$ cat src/rtl/zps_pkg.sv
// Shared types, constants and helper functions for the zone proof-of-work statistics block.
// No dependencies; every other file refers to this package by scoped names.
`timescale 1ns / 1ps
`default_nettype none

package zps_pkg;

  // Widths of the value, words, nonce, zero count, thresholds, counters and config fields.
  localparam int ValW   = 256;
  localparam int WordW  = 64;
  localparam int NonceW = 32;
  localparam int ZeroW  = 9;
  localparam int ThrW   = 9;
  localparam int NumThr = 4;
  localparam int CntW   = 33;
  localparam int CmpW   = 32;
  localparam int CfgIdxW = 3;
  localparam int CfgValW = 32;

  // Reset values of the configuration registers.
  localparam logic [CmpW-1:0] TargetReset = 32'h1d00ffff;
  localparam logic [NumThr-1:0][ThrW-1:0] ThrReset = {9'd56, 9'd48, 9'd40, 9'd32};

  // Configuration register indexes.
  typedef enum logic [CfgIdxW-1:0] {
    CfgTargetCompact = 3'd0,
    CfgThreshold0    = 3'd1,
    CfgThreshold1    = 3'd2,
    CfgThreshold2    = 3'd3,
    CfgThreshold3    = 3'd4
  } cfg_idx_e;

  // One input beat.
  typedef struct packed {
    logic [WordW-1:0]  digest_bytes_0_7;
    logic [WordW-1:0]  digest_bytes_8_15;
    logic [WordW-1:0]  digest_bytes_16_23;
    logic [WordW-1:0]  digest_bytes_24_31;
    logic [NonceW-1:0] nonce;
    logic              last_in_zone;
  } in_beat_t;

  // One result beat.
  typedef struct packed {
    logic [WordW-1:0]  min_value_top;
    logic [WordW-1:0]  min_value_upper_mid;
    logic [WordW-1:0]  min_value_lower_mid;
    logic [WordW-1:0]  min_value_bottom;
    logic [NonceW-1:0] min_value_nonce;
    logic [CntW-1:0]   zone_item_count;
    logic [CntW-1:0]   tail_count_0;
    logic [CntW-1:0]   tail_count_1;
    logic [CntW-1:0]   tail_count_2;
    logic [CntW-1:0]   tail_count_3;
    logic [CntW-1:0]   network_hit_count;
  } res_beat_t;

  // Settings that the classification stage needs.
  typedef struct packed {
    logic [NumThr-1:0][ThrW-1:0] thr;
    logic [ValW-1:0]             target;
  } cfg_t;

  // A classified digest on its way to the accumulators.
  typedef struct packed {
    logic [ValW-1:0]   value;
    logic [NonceW-1:0] nonce;
    logic              last_in_zone;
    logic [NumThr-1:0] tail_hit;
    logic              net_hit;
  } cls_t;

  // Saturating increment of a statistics counter.
  function automatic logic [CntW-1:0] sat_inc(input logic [CntW-1:0] c);
    return (&c) ? c : c + CntW'(1);
  endfunction

  // Leading zero count of a 256-bit value by binary halving; all zeros gives 256.
  function automatic logic [ZeroW-1:0] clz256(input logic [ValW-1:0] v);
    logic [ValW-1:0]  x;
    logic [ZeroW-1:0] n;
    x = v;
    n = '0;
    for (int s = 7; s >= 0; s--) begin
      if ((x >> (ValW - (1 << s))) == '0) begin
        n = n | ZeroW'(1 << s);
        x = x << (1 << s);
      end
    end
    if (!x[ValW-1]) begin
      n = n + ZeroW'(1);
    end
    return n;
  endfunction

  // Expands the compact target: exponent byte, sign bit and 23-bit mantissa.
  // A negative or overflowing target decodes to zero.
  function automatic logic [ValW-1:0] decode_target(input logic [CmpW-1:0] c);
    logic [7:0]      e;
    logic [22:0]     m;
    logic            neg;
    logic            ovf;
    logic [7:0]      sh;
    logic [ValW-1:0] t;
    e   = c[31:24];
    m   = c[22:0];
    neg = (m != '0) && c[23];
    ovf = (m != '0) && ((e > 8'd34) || ((m > 23'hff) && (e > 8'd33)) ||
                        ((m > 23'hffff) && (e > 8'd32)));
    t   = '0;
    sh  = '0;
    if (!neg && !ovf) begin
      // Small exponents drop whole mantissa bytes from the bottom.
      if (e <= 8'd3) begin
        m  = m >> {2'd3 - e[1:0], 3'b000};
        sh = '0;
      end else begin
        sh = e - 8'd3;
      end
      if (sh < 8'd32) begin
        t = {{(ValW - 23){1'b0}}, m} << {sh[4:0], 3'b000};
      end
    end
    return t;
  endfunction

endpackage

`default_nettype wire

$ cat src/rtl/zps_if.sv
// Valid/ready channel interfaces for input beats, result beats and register writes.
// Depends on zps_pkg for the payload types.
`timescale 1ns / 1ps
`default_nettype none

interface zps_in_if;
  logic                valid;
  logic                ready;
  zps_pkg::in_beat_t   data;
  modport source (output valid, output data, input ready);
  modport sink   (input valid, input data, output ready);
endinterface

interface zps_res_if;
  logic                valid;
  logic                ready;
  zps_pkg::res_beat_t  data;
  modport source (output valid, output data, input ready);
  modport sink   (input valid, input data, output ready);
endinterface

interface zps_cfg_if;
  logic                          valid;
  logic                          ready;
  logic [zps_pkg::CfgIdxW-1:0]   index;
  logic [zps_pkg::CfgValW-1:0]   value;
  modport source (output valid, output index, output value, input ready);
  modport sink   (input valid, input index, input value, output ready);
endinterface

`default_nettype wire

$ cat src/rtl/zps_cfg.sv
// Configuration registers with a registered expansion of the compact target.
// Depends on zps_pkg and zps_cfg_if.
`timescale 1ns / 1ps
`default_nettype none

module zps_cfg (
  input  logic           clk_i,
  input  logic           rst_ni,
  zps_cfg_if.sink        cfg_i,
  output zps_pkg::cfg_t  cfg_o
);

  logic [zps_pkg::CmpW-1:0]                        target_compact_q;
  logic [zps_pkg::NumThr-1:0][zps_pkg::ThrW-1:0]   thr_q;
  logic [zps_pkg::ValW-1:0]                        target_q;

  // Writes are always taken.
  assign cfg_i.ready = 1'b1;

  // Register file; indexes past the list are ignored.
  always_ff @(posedge clk_i or negedge rst_ni) begin
    if (!rst_ni) begin
      target_compact_q <= zps_pkg::TargetReset;
      thr_q            <= zps_pkg::ThrReset;
    end else if (cfg_i.valid) begin
      unique case (zps_pkg::cfg_idx_e'(cfg_i.index))
        zps_pkg::CfgTargetCompact: target_compact_q <= cfg_i.value;
        zps_pkg::CfgThreshold0:    thr_q[0] <= cfg_i.value[zps_pkg::ThrW-1:0];
        zps_pkg::CfgThreshold1:    thr_q[1] <= cfg_i.value[zps_pkg::ThrW-1:0];
        zps_pkg::CfgThreshold2:    thr_q[2] <= cfg_i.value[zps_pkg::ThrW-1:0];
        zps_pkg::CfgThreshold3:    thr_q[3] <= cfg_i.value[zps_pkg::ThrW-1:0];
        default: ;
      endcase
    end
  end

  // The expanded target follows the compact register in the next cycle.
  always_ff @(posedge clk_i or negedge rst_ni) begin
    if (!rst_ni) begin
      target_q <= zps_pkg::decode_target(zps_pkg::TargetReset);
    end else begin
      target_q <= zps_pkg::decode_target(target_compact_q);
    end
  end

  assign cfg_o.thr    = thr_q;
  assign cfg_o.target = target_q;

endmodule

`default_nettype wire

$ cat src/rtl/zps_classify.sv
// Input register and classification stage: leading zeros, threshold hits, target compare.
// Depends on zps_pkg and zps_in_if.
`timescale 1ns / 1ps
`default_nettype none

module zps_classify (
  input  logic           clk_i,
  input  logic           rst_ni,
  zps_in_if.sink         in_i,
  input  zps_pkg::cfg_t  cfg_i,
  output logic           cls_valid_o,
  output zps_pkg::cls_t  cls_o,
  input  logic           cls_ready_i
);

  logic                       in_vld_q;
  zps_pkg::in_beat_t          in_q;
  logic                       cls_vld_q;
  zps_pkg::cls_t              cls_q;
  zps_pkg::cls_t              cls_d;
  logic                       cls_open;
  logic                       in_open;
  logic [zps_pkg::ValW-1:0]   value;
  logic [zps_pkg::ZeroW-1:0]  zeros;

  // Each stage opens when it is empty or its beat moves on.
  assign cls_open   = !cls_vld_q || cls_ready_i;
  assign in_open    = !in_vld_q || cls_open;
  assign in_i.ready = in_open;

  // Byte 31 is the most significant byte of the value.
  assign value = {in_q.digest_bytes_24_31, in_q.digest_bytes_16_23,
                  in_q.digest_bytes_8_15, in_q.digest_bytes_0_7};
  assign zeros = zps_pkg::clz256(value);

  // Classification of the registered beat.
  always_comb begin
    cls_d.value        = value;
    cls_d.nonce        = in_q.nonce;
    cls_d.last_in_zone = in_q.last_in_zone;
    for (int i = 0; i < zps_pkg::NumThr; i++) begin
      cls_d.tail_hit[i] = (zeros >= cfg_i.thr[i]);
    end
    cls_d.net_hit = (value <= cfg_i.target);
  end

  // Stage valid flags.
  always_ff @(posedge clk_i or negedge rst_ni) begin
    if (!rst_ni) begin
      in_vld_q  <= 1'b0;
      cls_vld_q <= 1'b0;
    end else begin
      if (in_open) begin
        in_vld_q <= in_i.valid;
      end
      if (cls_open) begin
        cls_vld_q <= in_vld_q;
      end
    end
  end

  // Stage payloads.
  always_ff @(posedge clk_i) begin
    if (in_open && in_i.valid) begin
      in_q <= in_i.data;
    end
    if (cls_open && in_vld_q) begin
      cls_q <= cls_d;
    end
  end

  assign cls_valid_o = cls_vld_q;
  assign cls_o       = cls_q;

endmodule

`default_nettype wire

$ cat src/rtl/zps_accum.sv
// Zone accumulators (minimum, counters) and the result register.
// Depends on zps_pkg and zps_res_if.
`timescale 1ns / 1ps
`default_nettype none

module zps_accum (
  input  logic           clk_i,
  input  logic           rst_ni,
  input  logic           cls_valid_i,
  input  zps_pkg::cls_t  cls_i,
  output logic           cls_ready_o,
  zps_res_if.source      res_o
);

  logic [zps_pkg::ValW-1:0]                       min_val_q, min_val_d;
  logic [zps_pkg::NonceW-1:0]                     min_nonce_q, min_nonce_d;
  logic [zps_pkg::CntW-1:0]                       item_q, item_d;
  logic [zps_pkg::NumThr-1:0][zps_pkg::CntW-1:0]  tail_q, tail_d;
  logic [zps_pkg::CntW-1:0]                       net_q, net_d;
  logic                                           res_vld_q;
  zps_pkg::res_beat_t                             res_q, res_d;
  logic                                           out_free;
  logic                                           take;
  logic                                           upd;

  // A beat that closes a zone waits for room in the result register.
  assign out_free    = !res_vld_q || res_o.ready;
  assign cls_ready_o = !cls_i.last_in_zone || out_free;
  assign take        = cls_valid_i && cls_ready_o;

  // Smaller value wins; an equal value wins only with a lower nonce.
  assign upd = (cls_i.value < min_val_q) ||
               ((cls_i.value == min_val_q) && (cls_i.nonce < min_nonce_q));

  // Next statistics with this beat counted in.
  always_comb begin
    min_val_d   = upd ? cls_i.value : min_val_q;
    min_nonce_d = upd ? cls_i.nonce : min_nonce_q;
    item_d      = zps_pkg::sat_inc(item_q);
    for (int i = 0; i < zps_pkg::NumThr; i++) begin
      tail_d[i] = cls_i.tail_hit[i] ? zps_pkg::sat_inc(tail_q[i]) : tail_q[i];
    end
    net_d = cls_i.net_hit ? zps_pkg::sat_inc(net_q) : net_q;

    res_d.min_value_top       = min_val_d[255:192];
    res_d.min_value_upper_mid = min_val_d[191:128];
    res_d.min_value_lower_mid = min_val_d[127:64];
    res_d.min_value_bottom    = min_val_d[63:0];
    res_d.min_value_nonce     = min_nonce_d;
    res_d.zone_item_count     = item_d;
    res_d.tail_count_0        = tail_d[0];
    res_d.tail_count_1        = tail_d[1];
    res_d.tail_count_2        = tail_d[2];
    res_d.tail_count_3        = tail_d[3];
    res_d.network_hit_count   = net_d;
  end

  // Zone store: updated per beat, cleared when the zone closes.
  always_ff @(posedge clk_i or negedge rst_ni) begin
    if (!rst_ni) begin
      min_val_q   <= '1;
      min_nonce_q <= '1;
      item_q      <= '0;
      tail_q      <= '0;
      net_q       <= '0;
    end else if (take) begin
      if (cls_i.last_in_zone) begin
        min_val_q   <= '1;
        min_nonce_q <= '1;
        item_q      <= '0;
        tail_q      <= '0;
        net_q       <= '0;
      end else begin
        min_val_q   <= min_val_d;
        min_nonce_q <= min_nonce_d;
        item_q      <= item_d;
        tail_q      <= tail_d;
        net_q       <= net_d;
      end
    end
  end

  // Result valid flag.
  always_ff @(posedge clk_i or negedge rst_ni) begin
    if (!rst_ni) begin
      res_vld_q <= 1'b0;
    end else if (take && cls_i.last_in_zone) begin
      res_vld_q <= 1'b1;
    end else if (res_o.ready) begin
      res_vld_q <= 1'b0;
    end
  end

  // Result payload.
  always_ff @(posedge clk_i) begin
    if (take && cls_i.last_in_zone) begin
      res_q <= res_d;
    end
  end

  assign res_o.valid = res_vld_q;
  assign res_o.data  = res_q;

endmodule

`default_nettype wire

$ cat src/rtl/zone_pow_statistics_core.sv
// Top level of the zone proof-of-work statistics block.
// Depends on zps_pkg, zps_if, zps_cfg, zps_classify and zps_accum.
//
//   Channel  Direction  Beat contents
//   in_i     sink       four digest words, nonce, last-of-zone mark
//   res_o    source     minimum value and nonce, item, tail and network-hit counts
//   cfg_i    sink       register index and write data
//
// One digest is accepted every cycle unless a closing beat stalls. Each beat passes the
// input, classify and result registers; a zone result is registered from its closing beat.
// Reset clears the zone store and loads the register defaults; the expanded
// target is registered from the compact target register after a target write.
// Only a beat that closes a zone waits on the result side: it stalls while
// an earlier result is still held, and the stall backs up through the stages.
`timescale 1ns / 1ps
`default_nettype none

module zone_pow_statistics_core (
  input  logic        clk_i,
  input  logic        rst_ni,
  zps_in_if.sink      in_i,
  zps_res_if.source   res_o,
  zps_cfg_if.sink     cfg_i
);

  zps_pkg::cfg_t  cfg;
  logic           cls_valid;
  zps_pkg::cls_t  cls;
  logic           cls_ready;

  zps_cfg u_cfg (
    .clk_i  (clk_i),
    .rst_ni (rst_ni),
    .cfg_i  (cfg_i),
    .cfg_o  (cfg)
  );

  zps_classify u_classify (
    .clk_i       (clk_i),
    .rst_ni      (rst_ni),
    .in_i        (in_i),
    .cfg_i       (cfg),
    .cls_valid_o (cls_valid),
    .cls_o       (cls),
    .cls_ready_i (cls_ready)
  );

  zps_accum u_accum (
    .clk_i       (clk_i),
    .rst_ni      (rst_ni),
    .cls_valid_i (cls_valid),
    .cls_i       (cls),
    .cls_ready_o (cls_ready),
    .res_o       (res_o)
  );

endmodule

`default_nettype wire

$ cat src/flat_wrapper.sv
// flat-port wrapper written by rule: the top's interface ports become plain ports
module zone_pow_statistics_core_flat 
  (clk_i, rst_ni, in_i_valid, in_i_data, in_i_ready, res_o_valid, res_o_data, res_o_ready, cfg_i_valid, cfg_i_index, cfg_i_value, cfg_i_ready);
  zps_in_if in_i_i ();
  zps_res_if res_o_i ();
  zps_cfg_if cfg_i_i ();
  input  logic clk_i;
  input  logic rst_ni;
  input wire logic [$bits(in_i_i.valid)-1:0] in_i_valid;
  input wire logic [$bits(in_i_i.data)-1:0] in_i_data;
  output wire logic [$bits(in_i_i.ready)-1:0] in_i_ready;
  output wire logic [$bits(res_o_i.valid)-1:0] res_o_valid;
  output wire logic [$bits(res_o_i.data)-1:0] res_o_data;
  input wire logic [$bits(res_o_i.ready)-1:0] res_o_ready;
  input wire logic [$bits(cfg_i_i.valid)-1:0] cfg_i_valid;
  input wire logic [$bits(cfg_i_i.index)-1:0] cfg_i_index;
  input wire logic [$bits(cfg_i_i.value)-1:0] cfg_i_value;
  output wire logic [$bits(cfg_i_i.ready)-1:0] cfg_i_ready;
  assign in_i_i.valid = in_i_valid;
  assign in_i_i.data = in_i_data;
  assign in_i_ready = in_i_i.ready;
  assign res_o_valid = res_o_i.valid;
  assign res_o_data = res_o_i.data;
  assign res_o_i.ready = res_o_ready;
  assign cfg_i_i.valid = cfg_i_valid;
  assign cfg_i_i.index = cfg_i_index;
  assign cfg_i_i.value = cfg_i_value;
  assign cfg_i_ready = cfg_i_i.ready;
  zone_pow_statistics_core u_core (.clk_i(clk_i), .rst_ni(rst_ni), .in_i(in_i_i), .res_o(res_o_i), .cfg_i(cfg_i_i));
endmodule
$ cat config.mk
export PLATFORM = sky130hd
export DESIGN_NAME = zone_pow_statistics_core_flat
export DESIGN_NICKNAME = d
export VERILOG_FILES = /design/src/rtl/zps_pkg.sv /design/src/rtl/zps_if.sv /design/src/rtl/zps_cfg.sv /design/src/rtl/zps_classify.sv /design/src/rtl/zps_accum.sv /design/src/rtl/zone_pow_statistics_core.sv /design/src/flat_wrapper.sv
export SDC_FILE = /design/constraint.sdc
export NUM_CORES = 2
export LEC_CHECK = 0
export BUFFER_PORTS_ARGS = -buffer_cell sky130_fd_sc_hd__buf_2
export CAP_MARGIN = 20
export CELL_PAD_IN_SITES_DETAIL_PLACEMENT = 1
export CELL_PAD_IN_SITES_GLOBAL_PLACEMENT = 1
export CORE_MARGIN = 2
export CORE_UTILIZATION = 52
export DETAILED_ROUTE_END_ITERATION = 8
export PLACE_DENSITY_LB_ADDON = 0.05
export SETUP_SLACK_MARGIN = 0.5
export SYNTH_ARGS = -nofsm -noshare
export SYNTH_HDL_FRONTEND = slang
export SYNTH_SLANG_ARGS = --single-unit
$ cat constraint.sdc
create_clock -name clk_i -period 32.8 [get_ports clk_i]
set_input_delay 3.28 -clock clk_i [delete_from_list [all_inputs] [get_ports clk_i]]
set_output_delay 3.28 -clock clk_i [all_outputs]
set_load 0.1 [all_outputs]
==> flow_metrics.env <==
export IMPL_status="finished clean"
export IMPL_total_leakage_power_uw=0.04288
export IMPL_final_net_count=9048
export IMPL_drc=0
export IMPL_rows=150
export IMPL_worst_setup_hold_path_clk_slew_ns=0.06
export IMPL_ys_top_cells_by_area="sky130_fd_sc_hd__edfxtp_1 (37%), sky130_fd_sc_hd__dfrtp_1 (14%), sky130_fd_sc_hd__dfstp_2 (10%)"
export IMPL_final_setup_tns_ns=0
export IMPL_floorplan_core_area_um2=167000
export IMPL_grt_max_degree=217
export IMPL_synthesis_nets=8293
export IMPL_synth_seq_cells=1882
export IMPL_numPortBuffers=816
export IMPL_setup_repair_after_global_routing_missed_its_margin="no"
export IMPL_timing_critical_path_to_type="flop"
export IMPL_finalWorstPathRequiredPeriod_ns=8.548
export IMPL_worst_hold_slack_ns=0.4201
export IMPL_synth_edf_count=1069
export IMPL_grt_pass1_vias=67859
export IMPL_rrSetupSlack_ns=24.25
export IMPL_number_of_h_tree_branching_levels=4
export IMPL_route_final_wire_length_um=330000
export IMPL_detailroute_via_count=65437
export IMPL_share_of_async_settable_or_async_resettable_flops_after_synthesis=0.4320
export IMPL_cts_path_max_buffers=3
export IMPL_synth_flop_cell="sky130_fd_sc_hd__edfxtp_1"
export IMPL_wire_length_of_the_first_global_routing_pass_um=469300
export IMPL_worst_slew_pin_slew_ns=1.360
export IMPL_post_route_cells_drive_above_1_share=0.1989
export IMPL_root_buffer="sky130_fd_sc_hd__clkbuf_16"
export IMPL_ant_nets=0
export IMPL_synthDistinctLibCells=89
export IMPL_post_cts_repair_setup_buffers=0
export IMPL_area_growth_synth_to_final_pct=14.70
export IMPL_post_synth_top_area_fraction=0.3677
export IMPL_cts_resized=0
export IMPL_timing_final_setup_violations=0
export IMPL_critical_path_max_stage_delay_ns=0.92
export IMPL_seq_area_frac_synth=0.6056
export IMPL_worst_ep_arrival_time_ns=9.15
export IMPL_slowest_stage="sky130_fd_sc_hd__or4_1"
export IMPL_hp_class="flop to flop"
export IMPL_initial_antenna_violation_count=31
export IMPL_drt_vias_per_instance=6.218
export IMPL_post_synth_top_area_cell="sky130_fd_sc_hd__edfxtp_1"
export IMPL_cts_buffers=196
export IMPL_worst_path_max_fanout=16
export IMPL_cts_hold_buffers_added=0
export IMPL_die_h_um=413.7
export IMPL_instance_count_after_placement_with_tap_cells_included=10133
export IMPL_final_cells=10523
export IMPL_synthesis_area_um2=87290
export IMPL_initial_core_util=0.5226
export IMPL_dieWidth_um=413.7
export IMPL_postSynthCellCount=7374
export IMPL_grt_overflow_total=0
export IMPL_io_pins=818
export IMPL_finalMaxSlewViolations=0
export IMPL_layout_worst_path_cycle_share=0.2606
export IMPL_drt_iter0_markers=6331
export IMPL_clock_insertion_delay_worst_skew_ns=0.86
export IMPL_cts_tree="yes"
export IMPL_yosysWarningCount=0
export IMPL_crit_family="compound AO/OA/AOI/OAI gates"
export IMPL_critPathKind="flop to flop"
export IMPL_power_density_cell_area_nw_per_um2=68.35
export IMPL_avgSynthCellArea_um2=11.84
export IMPL_timing_clock_skew_ns=0.04163
export IMPL_detail_placement_hpwl_um=244700
export IMPL_critical_path_launch_point_type="flop"
export IMPL_ir_drop_mv=0.05734
export IMPL_crit_top_cell="sky130_fd_sc_hd__a21oi_1"
export IMPL_timing_final_hold_violations=0
export IMPL_worst_slew_margin_rel=0.09302
export IMPL_netlist_top_cells_count="sky130_fd_sc_hd__edfxtp_1 (1,069), sky130_fd_sc_hd__nand2_1 (634), sky130_fd_sc_hd__inv_1 (612)"
export IMPL_firstDrtPassIters=5
export IMPL_grtUsageTotal=0.3796
export IMPL_cap_violations=0
export IMPL_yosys_cell_count_top_type="sky130_fd_sc_hd__edfxtp_1"
export IMPL_cp_data_required_time_ns=33.40
export IMPL_wire_per_inst_um=31.36
export IMPL_place_gp_congestion=1.029
export IMPL_worstPathBufferInverterCount=0
export IMPL_timing_fmax_ghz=0.1170
export IMPL_tritoncts_num_sinks=1882
export IMPL_die_area_um2=171200
-- cell type report --
type                       count  area [um2]
inverter                     612        2305
antenna                       15       37.54
sequential                  1882       52860
tap                         2204        2758
timing repair buffer         898        4821
clock buffer                 253        5239
fill                       17185       66910
multi-input combinational   4539       30970
clock inverter               120        1134
-- worst register-to-register path: stages, from the launching register on --
cell and delay (ns):
sky130_fd_sc_hd__edfxtp_1 0.51, sky130_fd_sc_hd__nor4_1 0.61, sky130_fd_sc_hd__nand4_1 0.28, sky130_fd_sc_hd__or4_1 0.92, sky130_fd_sc_hd__a21oi_4 0.58, sky130_fd_sc_hd__o21ai_1 0.16
sky130_fd_sc_hd__a221oi_1 0.59, sky130_fd_sc_hd__o211ai_1 0.24, sky130_fd_sc_hd__nor4_2 0.54, sky130_fd_sc_hd__o21ai_1 0.31, sky130_fd_sc_hd__o21bai_1 0.41, sky130_fd_sc_hd__a21oi_1 0.15
sky130_fd_sc_hd__o41ai_4 0.61, sky130_fd_sc_hd__and2_1 0.22, sky130_fd_sc_hd__ha_1 0.12, sky130_fd_sc_hd__nor2_1 0.05, sky130_fd_sc_hd__a21boi_2 0.43, sky130_fd_sc_hd__ha_1 0.33
sky130_fd_sc_hd__a21o_1 0.16, sky130_fd_sc_hd__a21o_1 0.18, sky130_fd_sc_hd__a21oi_1 0.16, sky130_fd_sc_hd__nor2b_1 0.06, sky130_fd_sc_hd__o21ai_0 0.17, sky130_fd_sc_hd__nand2b_1 0.08
sky130_fd_sc_hd__a21oi_1 0.14, sky130_fd_sc_hd__nor2b_1 0.06, sky130_fd_sc_hd__o21ai_0 0.17, sky130_fd_sc_hd__nand2b_1 0.07
-- cells in the final DEF, fill, tap and decap left out, types with 196 or more instances in the layout --
cell | synthesis | routed
sky130_fd_sc_hd__a21oi_1 | 264 | 264
sky130_fd_sc_hd__edfxtp_1 | 1069 | 1069
sky130_fd_sc_hd__clkbuf_16 | 0 | 196
sky130_fd_sc_hd__ha_1 | 590 | 590
sky130_fd_sc_hd__nand2_1 | 634 | 632
sky130_fd_sc_hd__dfstp_2 | 332 | 332
sky130_fd_sc_hd__nor2_1 | 431 | 430
sky130_fd_sc_hd__inv_1 | 612 | 611
sky130_fd_sc_hd__buf_2 | 7 | 816
sky130_fd_sc_hd__o21ai_0 | 590 | 589
sky130_fd_sc_hd__dfrtp_1 | 481 | 481
sky130_fd_sc_hd__o22a_1 | 249 | 249
-- state kept, by name (all words and copies together), names as in the netlist --
register                       flops
u_core.u_accum.tail_q            132
u_core.u_accum.res_o.data        486
u_core.u_classify.cls_valid_o      1
u_core.u_cfg.target_q            256
u_core.u_classify.cls_d          289
u_core.u_accum.min_nonce_q        32
u_core.u_accum.min_val_q         256
u_core.u_accum.res_o.valid         1
u_core.u_cfg.cfg_o                36
u_core.u_accum.net_q              33
u_core.u_cfg.target_compact_q     32
u_core.u_classify.cls_o          294
u_core.u_accum.item_q             33
u_core.u_classify.in_vld_q         1
-- worst paths after layout --
check	from	endpoint	cells past startpoint
max	u_core.u_classify.cls_d[217]	u_core.u_classify.cls_o[1]	27
min	u_core.u_classify.cls_d[21]	u_core.u_classify.cls_o[21]	0
max reg2reg	u_core.u_classify.cls_d[217]	u_core.u_classify.cls_o[1]	27
min reg2reg	u_core.u_classify.cls_d[21]	u_core.u_classify.cls_o[21]	0
max in group asynchronous	rst_ni	u_core.u_cfg.target_q[168]	4
min in group asynchronous	rst_ni	u_core.u_accum.tail_q[127]	1
-- metal layers --
layer / routed length, um / GRT usage / up-vias
met1: 126100 / 0.4689 / 33659
li1: - / - / 28237
met2: 157000 / 0.6176 / 2712
met4: 25680 / 0.2501 / 14
met3: 21210 / 0.06240 / 815
met5: 82 / 0 / -
-- power by group --
part	switching (uW)	total [uW]	internal, uW
Clock	982	2240	1260
Combinational	1200	1570	369
Sequential	203	3030	2830
-- logic make-up (layout without fill, tap and decap cells) --
| family | count (synthesis) | count (layout) | share of synthesized area |
|---|---|---|---|
| buf+inv | 953 | 1883 | 0.04134 |
| flops | 1882 | 1882 | 0.6056 |
| compound gates | 1691 | 1691 | 0.1280 |
| fa+ha+maj | 590 | 590 | 0.08457 |
| mux | 124 | 124 | 0.01499 |
| simple gates | 1944 | 1944 | 0.1065 |
| xor+xnor | 189 | 189 | 0.01896 |
| other cells | 1 | 16 | 0.00004296 |
-- per-stage QoR --
step           setup WS (ns)  total power (uW)  instance area [um2]  utilization
2_1_floorplan          18.78              4035                87290            -
3_3_place_gp           24.44              4537                93640       0.5606
3_5_place_dp           24.48              4601                93670       0.5608
4_1_cts                24.46              6840               100000       0.5989
5_1_grt                23.94              7047               100100       0.5993
6_report               24.25              6843               100100       0.5994
Note: power is estimated with default switching activity, not from simulation.
